**src/visibility_freq_time_averager_core_macros.svh**
```systemverilog
// Assertion macros for the visibility averager core.
// Used by the back end and the top level; no other dependencies.
`ifndef VISIBILITY_FREQ_TIME_AVERAGER_CORE_MACROS_SVH
`define VISIBILITY_FREQ_TIME_AVERAGER_CORE_MACROS_SVH
`ifndef ASSERT_OFF
`define VFTA_ASSERT(label, clk, rst, prop, msg) \
  label: assert property (@(posedge clk) disable iff (rst) prop) else $error(msg);
`define VFTA_ASSERT_NR(label, clk, prop, msg) \
  label: assert property (@(posedge clk) prop) else $error(msg);
`else
`define VFTA_ASSERT(label, clk, rst, prop, msg)
`define VFTA_ASSERT_NR(label, clk, prop, msg)
`endif
`endif

```
**src/vfta_pkg.sv**
```systemverilog
// Shared types, widths and state codes for the visibility averager core.
// No dependencies.
package vfta_pkg;
  localparam int MAX_CHANNELS_DEF = 1024;
  localparam int MAX_BUNCH_DEF = 64;
  localparam int MAX_INTEG_DEF = 1024;
  localparam int SAMPLE_BITS_DEF = 16;

  localparam int CFG_IDX_W = 3;
  localparam logic [CFG_IDX_W-1:0] REG_CPR = 3'd0;
  localparam logic [CFG_IDX_W-1:0] REG_BUNCH = 3'd1;
  localparam logic [CFG_IDX_W-1:0] REG_INTEG = 3'd2;
  localparam logic [CFG_IDX_W-1:0] REG_TOTAL = 3'd3;
  localparam logic [CFG_IDX_W-1:0] REG_SKEW = 3'd4;
  localparam logic [CFG_IDX_W-1:0] REG_CONJ = 3'd5;

  localparam int DIV_STEPS = 48;

  typedef enum logic [2:0] {
    BK_IDLE, BK_READ, BK_ACC, BK_DIV, BK_OUT
  } bk_state_t;
endpackage

```
**src/vfta_front.sv**
```systemverilog
// Front end: accepts samples, tracks channel/record/group counters, checks skew.
// Depends on vfta_pkg.
module vfta_front
  import vfta_pkg::*;
#(
  parameter int MAX_CHANNELS = MAX_CHANNELS_DEF,
  parameter int MAX_BUNCH = MAX_BUNCH_DEF,
  parameter int MAX_INTEG = MAX_INTEG_DEF,
  parameter int SAMPLE_BITS = SAMPLE_BITS_DEF,
  localparam int CW = $clog2(MAX_CHANNELS),
  localparam int BW = $clog2(MAX_BUNCH + 1),
  localparam int IW = $clog2(MAX_INTEG + 1),
  localparam int QW = CW + 2 * SAMPLE_BITS + 59 + IW + 20 + BW + 6
) (
  input  logic                   clk,
  input  logic                   rst,
  input  logic                   in_valid,
  output logic                   in_ready,
  input  logic [SAMPLE_BITS-1:0] sample_re,
  input  logic [SAMPLE_BITS-1:0] sample_im,
  input  logic [47:0]            data_time,
  input  logic [47:0]            flag_time,
  input  logic [10:0]            cfg_cpr,
  input  logic [6:0]             cfg_bunch,
  input  logic [10:0]            cfg_integ,
  input  logic [20:0]            cfg_total,
  input  logic [47:0]            cfg_skew,
  input  logic                   cfg_conj,
  output logic                   q_valid,
  input  logic                   q_ready,
  output logic [QW-1:0]          q_data
);
  logic [CW:0] cpr;
  logic [BW-1:0] bun;
  logic [IW-1:0] integ;
  logic [20:0] total;
  logic [CW:0] c;
  logic [CW:0] c_next;
  logic [BW-1:0] sub;
  logic [CW-1:0] k;
  logic [CW:0] nbase;
  logic [IW-1:0] rig;
  logic [20:0] rdone;
  logic [19:0] gdone;
  logic [58:0] tsum;
  logic [58:0] tsum_now;
  logic halted;
  logic take;
  logic skew_err;
  logic [47:0] diff;
  logic last_rec;
  logic in_bunch;
  logic first;
  logic emit;
  logic glast;
  logic [CW:0] bun_x;
  logic [CW:0] nch_end;

  always_comb begin
    cpr = (cfg_cpr == '0) ? (CW+1)'(1) :
          (32'(cfg_cpr) > MAX_CHANNELS) ? (CW+1)'(MAX_CHANNELS) : (CW+1)'(cfg_cpr);
    bun = (cfg_bunch == '0) ? BW'(1) :
          (32'(cfg_bunch) > MAX_BUNCH) ? BW'(MAX_BUNCH) : BW'(cfg_bunch);
    integ = (cfg_integ == '0) ? IW'(1) :
            (32'(cfg_integ) > MAX_INTEG) ? IW'(MAX_INTEG) : IW'(cfg_integ);
    total = (cfg_total == '0) ? 21'd1 : cfg_total;
    bun_x = (CW+1)'(bun);
    nch_end = nbase + bun_x;
    in_bunch = (nch_end <= cpr);
    diff = (data_time > flag_time) ? data_time - flag_time : flag_time - data_time;
    skew_err = (c == '0) && (diff > cfg_skew);
    tsum_now = (c == '0) ? tsum + 59'(data_time) : tsum;
    last_rec = (32'(rig) + 1 >= 32'(integ)) || (rdone + 21'd1 >= total);
    first = (rig == '0) && (sub == '0);
    emit = in_bunch && last_rec && (32'(sub) == 32'(bun) - 1);
    glast = emit && ((nch_end + bun_x) > cpr);
    in_ready = halted || !q_valid || q_ready;
    take = in_valid && in_ready && !halted;
    c_next = c + 1'b1;
  end

  always_ff @(posedge clk) begin
    if (rst) begin
      c <= '0; sub <= '0; k <= '0; nbase <= '0; rig <= '0; rdone <= '0;
      gdone <= '0; tsum <= '0; halted <= 1'b0; q_valid <= 1'b0;
    end else begin
      if (take) q_valid <= skew_err || in_bunch;
      else if (q_ready) q_valid <= 1'b0;
      if (take) begin
        q_data <= {k, sample_re, sample_im, tsum_now, rig, gdone, bun,
                   skew_err, first, emit, glast,
                   glast && (rdone + 21'd1 >= total), cfg_conj};
        if (skew_err) begin
          halted <= 1'b1;
        end else if (c_next >= cpr) begin
          c <= '0; sub <= '0; k <= '0; nbase <= '0;
          rdone <= rdone + 21'd1;
          if (rdone + 21'd1 >= total) halted <= 1'b1;
          if (last_rec) begin
            rig <= '0; tsum <= '0; gdone <= gdone + 20'd1;
          end else begin
            rig <= rig + 1'b1; tsum <= tsum_now;
          end
        end else begin
          c <= c_next;
          tsum <= tsum_now;
          if (32'(sub) == 32'(bun) - 1) begin
            sub <= '0; k <= k + 1'b1; nbase <= nch_end;
          end else begin
            sub <= sub + 1'b1;
          end
        end
      end
    end
  end
endmodule

```
**config.mk**
```make
export PLATFORM = sky130hd
export DESIGN_NAME = vfta_front
export DESIGN_NICKNAME = d
export VERILOG_FILES = /design/src/visibility_freq_time_averager_core_macros.svh /design/src/vfta_pkg.sv /design/src/vfta_front.sv
export SDC_FILE = /design/constraint.sdc
export NUM_CORES = 1
export LEC_CHECK = 0
export BUFFER_PORTS_ARGS = -buffer_cell sky130_fd_sc_hd__clkbuf_2
export CORE_MARGIN = 1.5
export CORE_UTILIZATION = 59
export DETAILED_ROUTE_END_ITERATION = 6
export GPL_TIMING_DRIVEN = 0
export PLACE_DENSITY = 0.83
export SYNTH_ARGS = -nofsm -noshare
export SYNTH_HDL_FRONTEND = slang
export SYNTH_SLANG_ARGS = --single-unit
```
**constraint.sdc**
```tcl
create_clock -name clk -period 10.9 [get_ports clk]
set_input_delay 2.18 -clock clk [delete_from_list [all_inputs] [get_ports clk]]
set_output_delay 2.18 -clock clk [all_outputs]
set_load 0.01 [all_outputs]
```
==> results of run 1 <==
registers in the layout, indices dropped and copies added (netlist names):
register,count
c,11
gdone,20
halted,1
k,10
nbase,11
q_data,145
q_valid,1
rdone,21
rig,11
sub,7
tsum,59
worst min path at each step:
stage	start	to	slack [ns]	cells past startpoint
after CTS	nbase[3]$_SDFFE_PP0P_	nbase[3]$_SDFFE_PP0P_	0.46	2
after floorplan	k[6]$_SDFFE_PP0P_	q_data[141]$_DFFE_PP_	0.42	0
after detailed placement	k[6]$_SDFFE_PP0P_	q_data[141]$_DFFE_PP_	0.45	0
final	nbase[2]$_SDFFE_PP0P_	nbase[2]$_SDFFE_PP0P_	0.46	2
after global placement	nbase[5]$_SDFFE_PP0P_	nbase[5]$_SDFFE_PP0P_	0.44	2
after global routing	gdone[19]$_SDFFE_PP0P_	q_data[32]$_DFFE_PP_	0.48	0
worst max-delay path, stage by stage:
cell      delay [ns]
clkbuf_2        0.14
inv_1           0.05
ha_1            0.27
clkbuf_1        0.30
nand4_1         0.48
nor3_1          0.46
nand2_1         0.09
nor3_1          0.31
a21oi_1         0.13
a31oi_2         0.73
buf_2           0.48
buf_2           0.39
a21oi_1         0.23
xnor2_1         0.31
ha_1            0.31
a21oi_1         0.15
o21ai_0         0.11
a221oi_1        0.36
o211ai_1        0.14
a21o_1          0.26
o31ai_4         0.55
nand2_1         0.50
nor3_2          0.75
buf_2           0.39
nand2_1         0.08
o22ai_1         0.13
cell usage after synthesis (all sizes together), types with 13 or more instances:
library cell and instances:
nand2 287, ha 280, a21oi 273, inv 233, nor2 220, o21ai 175
dfxtp 152, edfxtp 145, xnor2 118, xor2 114, nand3 77, a21o 76
nand4 59, buf 58, clkbuf 48, nor3 42, and3 39, o21bai 34
a31oi 27, o21a 27, nor4 26, nor2b 24, and2 22, a22o 20
or3 20, o211ai 19, a211oi 18, and4 16, nand2b 14, mux2i 13
layer usage:
| layer | vias to the layer above | part of all wire [%] |
|---|---|---|
| li1 | 10855 | - |
| met1 | 10982 | 42 |
| met2 | 1114 | 47 |
| met3 | 188 | 7.1 |
| met4 | 0 | 4.1 |
| met5 | - | 0 |
where the power goes:
part	switching [mW]	internal, mW	total, mW	leakage (nW)
Sequential	0.0818	1.34	1.42	2.60
Clock	0.456	0.639	1.09	0.494
Combinational	1.10	0.625	1.73	9.60
Total	1.64	2.60	4.24	12.7
cell families (layout without fill, tap and decap cells):
kind of cell / count (synthesis) / count (layout)
multiplexers: 23 / 23
XOR/XNOR: 232 / 232
flip-flops: 297 / 297
AND/OR/NAND/NOR: 863 / 863
buffers and inverters: 341 / 779
adder cells (fa/ha/maj): 285 / 285
AO/OA/AOI/OAI: 769 / 769
cell type report:
class / instances / area, µm² / area share (%)
multi-input combinational: 2172 / 14800 / 54.3
inverter: 235 / 882 / 3.24
clock inverter: 17 / 203 / 0.745
tap: 518 / 648 / 2.38
sequential: 297 / 7400 / 27.2
clock buffer: 40 / 840 / 3.08
timing repair buffer: 381 / 2000 / 7.34
buffer: 106 / 464 / 1.71
==> reports/metrics.yaml, run 1 <==
clk_pin_slew_ns: 0.06
place_inst: 3709
antenna_found_initial: 1
ant_nets: 0
synth_top_cell_by_area: "edfxtp_1"
fin_crit_sh_pct: 90.3
hold_ws_ns: 0.463
finalPower_mw: 4.24
clock.fmax_mhz: 102
drive_above_1_share_pct: 15.9
pre_cts_slack_ns: 0.794
syn_nets: 3326
synth_cell_type_count: 81
die_y_um: 203
grt_overflow: 0
layout_common_cells: "377 x clkbuf_2, 287 x nand2_1, 280 x ha_1, 273 x a21oi_1, 232 x inv_1"
vias: 23139
r2r_cells: 22
fillCellCount: 3081
setup_tns_ns: 0
crit_path_max_fanout: 10
grt_start_max_net_pins: 37
avgSynthCellArea_um2: 8.37
cp-start-kind: "primary input"
gr-usage-met3_pct: 4.04
cts_tree: "built"
max_cap_violations: 0
power.density_mw_per_mm2: 156
worstPathArrival_ns: 10.32
post-route-cell-area_mm2: 0.0272
r2r_slack_ns: 4.75
synth.area.mux_share_pct: 1.03
clk_root_buffer_cell: "clkbuf_16"
finalMaxSlewViolations: 0
diodes: 0
syn_area_mm2: 0.0235
rr_startpoint: "rdone[0]$_SDFFE_PP0P_"
portBuffers: 376
dp.final_hpwl_um: 61700
num_rows: 72
netlist_instances: 2810
worst_slack_ns: 1.06
start_util_pct: 60.3
r2r-end: "tsum[42]$_SDFFE_PP0P_"
slew_headroom_pct: 32.1
rsz0062_at_grt: "no"
area.growth.synth_to_final_pct: 15.7
cts_hold_buf: 0
gp_congestion: 1.00
ys_seq_area_share_pct: 31.4
crit_start: "data_time[36]"
cts_buffer_depth: 3
endpoint_kind: "flip-flop"
core-area_mm2: 0.0390
via_per_inst: 6.14
die_area_mm2: 0.0411
nNetsFinal: 3740
worst-setup-path-type: "in -> reg"
ys.warnings.count: 0
endpoint: "tsum[56]$_SDFFE_PP0P_"
routedWlPerCell_um: 20.5
synth_compound_area_share_pct: 20.4
synth-xor-area-share_pct: 8.64
status: "completed"
required_ns: 11.39
dr.pass1.iters: 6
synth_top_family_by_area: "compound AO/OA/AOI/OAI gates"
grt_first_pass_wirelength_um: 119000
drt-total-wl_um: 77300
synth_ff_type: "dfxtp_1"
synth_top_area_share_pct: 18.5
cts_resized: 0
ios: 378
cts_made_buffers: 31
h-tree-depth: 1
gr-usage-met1_pct: 48.1
period_minus_slack_ns: 9.84
final_common_cell: "clkbuf_2"
postCtsSetupRepairBufs: 0
hold_path_class: "reg -> reg"
final-instance-count-excl-fill: 3766
cts_sinks: 297
leakagePower_nw: 12.7
met2_usage_pct: 60.8
clk_latency_ns: 0.57
top_usage_layer: "met2"
postLayoutCoreUtil_pct: 69.8
hold_violations: 0
grt_pass1_vias: 22342
synth_edf_count: 145
die_width_um: 203
drt_iter0_drc: 2019
synthSimpleGateAreaFrac_pct: 17.5
clock_skew_ns: 0.0200
ys_ff_latch: 297
synth.area.top_cells: "edfxtp_1 19%, ha_1 15%, dfxtp_1 13%, a21oi_1 5.8%, nand2_1 4.6%"
async_flop_share_pct: 0
drc: 0
grt_use_total_pct: 36.4
synth_fa_ha_area_share_pct: 15.3
placed_area_mm2: 0.0262
tightest_slew_ns: 1.02
setup_violations: 0
ir_drop_mv: 0.150
Note: power is estimated with default switching activity, not from simulation.
==> inputs of run 2 (changes only) <==
--- a/config.mk
+++ b/config.mk
@@ -7,10 +7,11 @@
 export LEC_CHECK = 0
 export BUFFER_PORTS_ARGS = -buffer_cell sky130_fd_sc_hd__clkbuf_2
 export CORE_MARGIN = 1.5
-export CORE_UTILIZATION = 59
+export CORE_UTILIZATION = 60
+export CTS_BUF_LIST = sky130_fd_sc_hd__clkbuf_8
 export DETAILED_ROUTE_END_ITERATION = 6
 export GPL_TIMING_DRIVEN = 0
-export PLACE_DENSITY = 0.83
+export PLACE_DENSITY = 0.84
 export SYNTH_ARGS = -nofsm -noshare
 export SYNTH_HDL_FRONTEND = slang
 export SYNTH_SLANG_ARGS = --single-unit
==> run 2 against run 1 <==
  * Die area decreased by 1.6%
  * Combinational power barely moved
  * Sequential power hardly changed
  * Highest routed layer unchanged
  * Clock-buffer cell count grew 14
  * Sequential cell count stayed put
  * Routed wire length increased by 2.2%
  * Worst setup slack improved by 0.43 ns
  * Clock skew rose by 0.00077 ns
  * Via count up 1.6%
==> reports/metrics.yaml, run 2 (same netlist as run 1, synthesis figures left out) <==
status: "completed"
place_inst: 3708  # -0.027%
placed_area_mm2: 0.0261  # -0.13%
clk_pin_slew_ns: 0.07  # about the same
setup_violations: 0  # unchanged
num_rows: 72  # unchanged
die_area_mm2: 0.0404  # -1.6%
hold_path_class: "reg -> reg"
drt-total-wl_um: 79100  # +2.2%
die_y_um: 201  # -0.82%
routedWlPerCell_um: 20.8  # +1.3%
rsz0062_at_grt: "no"
cp-start-kind: "primary input"
grt_pass1_vias: 22734  # +1.8%
drive_above_1_share_pct: 16.5  # +0.58 points
ir_drop_mv: 0.173  # +15%
cts_hold_buf: 0  # unchanged
gp_congestion: 0.962  # -3.9%
cts_sinks: 297  # unchanged
antenna_found_initial: 1  # unchanged
fin_crit_sh_pct: 86.3  # -4.0 points
post-route-cell-area_mm2: 0.0271  # -0.32%
grt_use_total_pct: 38.0  # +1.6 points
layout_common_cells: "377 x clkbuf_2, 287 x nand2_1, 280 x ha_1, 273 x a21oi_1, 246 x inv_1"
seqCellArea_mm2: 0.00740  # unchanged
slew_headroom_pct: 34.8  # +2.7 points
area.growth.synth_to_final_pct: 15.3
dp.final_hpwl_um: 62200  # +0.78%
power.density_mw_per_mm2: 153  # -1.7%
cts_buffer_depth: 3  # unchanged
cts_tree: "built"
via_per_inst: 6.19  # +0.69%
top_regs: "q_data: 145 flops, tsum: 59 flops, rdone: 21 flops"
clock_skew_ns: 0.0207  # +0.000774 ns
die_width_um: 201  # -0.82%
endpoint_kind: "flip-flop"
finalMaxSlewViolations: 0  # unchanged
hold_violations: 0  # unchanged
cts_made_buffers: 48  # +55%
grt_overflow: 0  # unchanged
core-area_mm2: 0.0386  # -0.92%
cpMaxStageDelayCell: "o41ai_1"
clk_root_buffer_cell: "clkbuf_8"
drt_iter0_drc: 2117  # +4.9%
cts_resized: 0  # unchanged
start_util_pct: 60.9  # +0.56 points
worst-path-buf-inv: 4  # -2
largest_register: "q_data"
fillCellCount: 2897  # -6.0%
vias: 23503  # +1.6%
clock.fmax_mhz: 106  # +4.6%
grt_first_pass_wirelength_um: 122000  # +2.9%
grt_start_max_net_pins: 40  # +8.1%
largest_register_ffs: 145  # unchanged
critPathTopFamily: "compound AO/OA/AOI/OAI gates"
crit_top_cell: "a21o_1"
nNetsFinal: 3756  # +0.43%
dr.pass1.iters: 6  # unchanged
leakagePower_nw: 12.7  # +0.44%
final_common_cell: "clkbuf_2"
postCtsSetupRepairBufs: 0  # unchanged
max_cap_violations: 0  # unchanged
portBuffers: 376  # unchanged
tightest_slew_ns: 0.979  # -0.0406 ns
final-instance-count-excl-fill: 3799  # +0.88%
worst-setup-path-type: "in -> reg"
multi_input_area_mm2: 0.0148  # unchanged
h-tree-depth: 2  # +1
critPathMaxStageDelay_ns: 0.87  # +0.12 ns
drc: 0  # unchanged
worstPathArrival_ns: 9.85  # -0.47 ns
period_minus_slack_ns: 9.41  # -0.431 ns
clk_latency_ns: 0.59  # +0.02 ns
finalPower_mw: 4.16  # -2.0%
crit_path_max_fanout: 10  # unchanged
ios: 378  # unchanged
ant_nets: 0  # unchanged
required_ns: 11.34  # -0.05 ns
==> run 2: power by group <==
| group | internal (mW) | switching [mW] | total [mW] |
|---|---|---|---|
| registers | 1.34 | 0.0827 | 1.42 |
| clock network | 0.530 | 0.473 | 1.00 |
| logic | 0.623 | 1.11 | 1.73 |
| total | 2.49 | 1.67 | 4.16 |
==> run 2: layout make-up <==
cell class / instances / area share (%)
clock buffer: 54 / 2.74
inverter: 235 / 3.25
timing repair buffer: 380 / 7.23
sequential: 297 / 27.3
antenna: 1 / 0.00922
tap: 518 / 2.39
buffer: 106 / 1.71
clock inverter: 36 / 0.904
multi-input combinational: 2172 / 54.5
==> run 2: worst paths after layout <==
| kind | from | end | slack [ns] | cells after the start |
|---|---|---|---|---|
| hold reg to reg | nbase[5]$_SDFFE_PP0P_ | nbase[5]$_SDFFE_PP0P_ | 0.46 | 2 |
| hold / removal | nbase[5]$_SDFFE_PP0P_ | nbase[5]$_SDFFE_PP0P_ | 0.46 | 2 |
| setup / recovery | data_time[1] | rdone[18]$_SDFFE_PP0P_ | 1.49 | 26 |
| setup reg to reg | rdone[0]$_SDFFE_PP0P_ | tsum[46]$_SDFFE_PP0P_ | 4.63 | 22 |
==> run 2: through the flow <==
stage,setup WS (ns),util [%],setup TNS [ns],hold WS [ns]
after floorplan,1.43,-,0,0.424
after global placement,-1.25,67.4,-179.87,0.440
after detailed placement,1.11,67.6,0,0.448
after CTS,1.67,70.2,0,0.457
after global routing,1.21,70.2,0,0.485
final,1.49,70.2,0,0.458
==> run 2: layer usage <==
metal | GRT usage [%] | vias to the layer above | share of wire (%) | wire, µm
li1 | - | 10889 | - | -
met1 | 49.0 | 11065 | 41 | 32400
met2 | 61.4 | 1292 | 45 | 35900
met3 | 6.02 | 257 | 8.3 | 6530
met4 | 19.7 | 0 | 5.3 | 4220
met5 | 0 | - | 0 | 0
==> run 2: tightest hold or removal path, delay by kind of cell, from the launching register on <==
kind,cells,cell delay (ns)
AOI/OAI and AO/OA,1,0.05
and+or+nand+nor,1,0.05
DFF,1,0.31
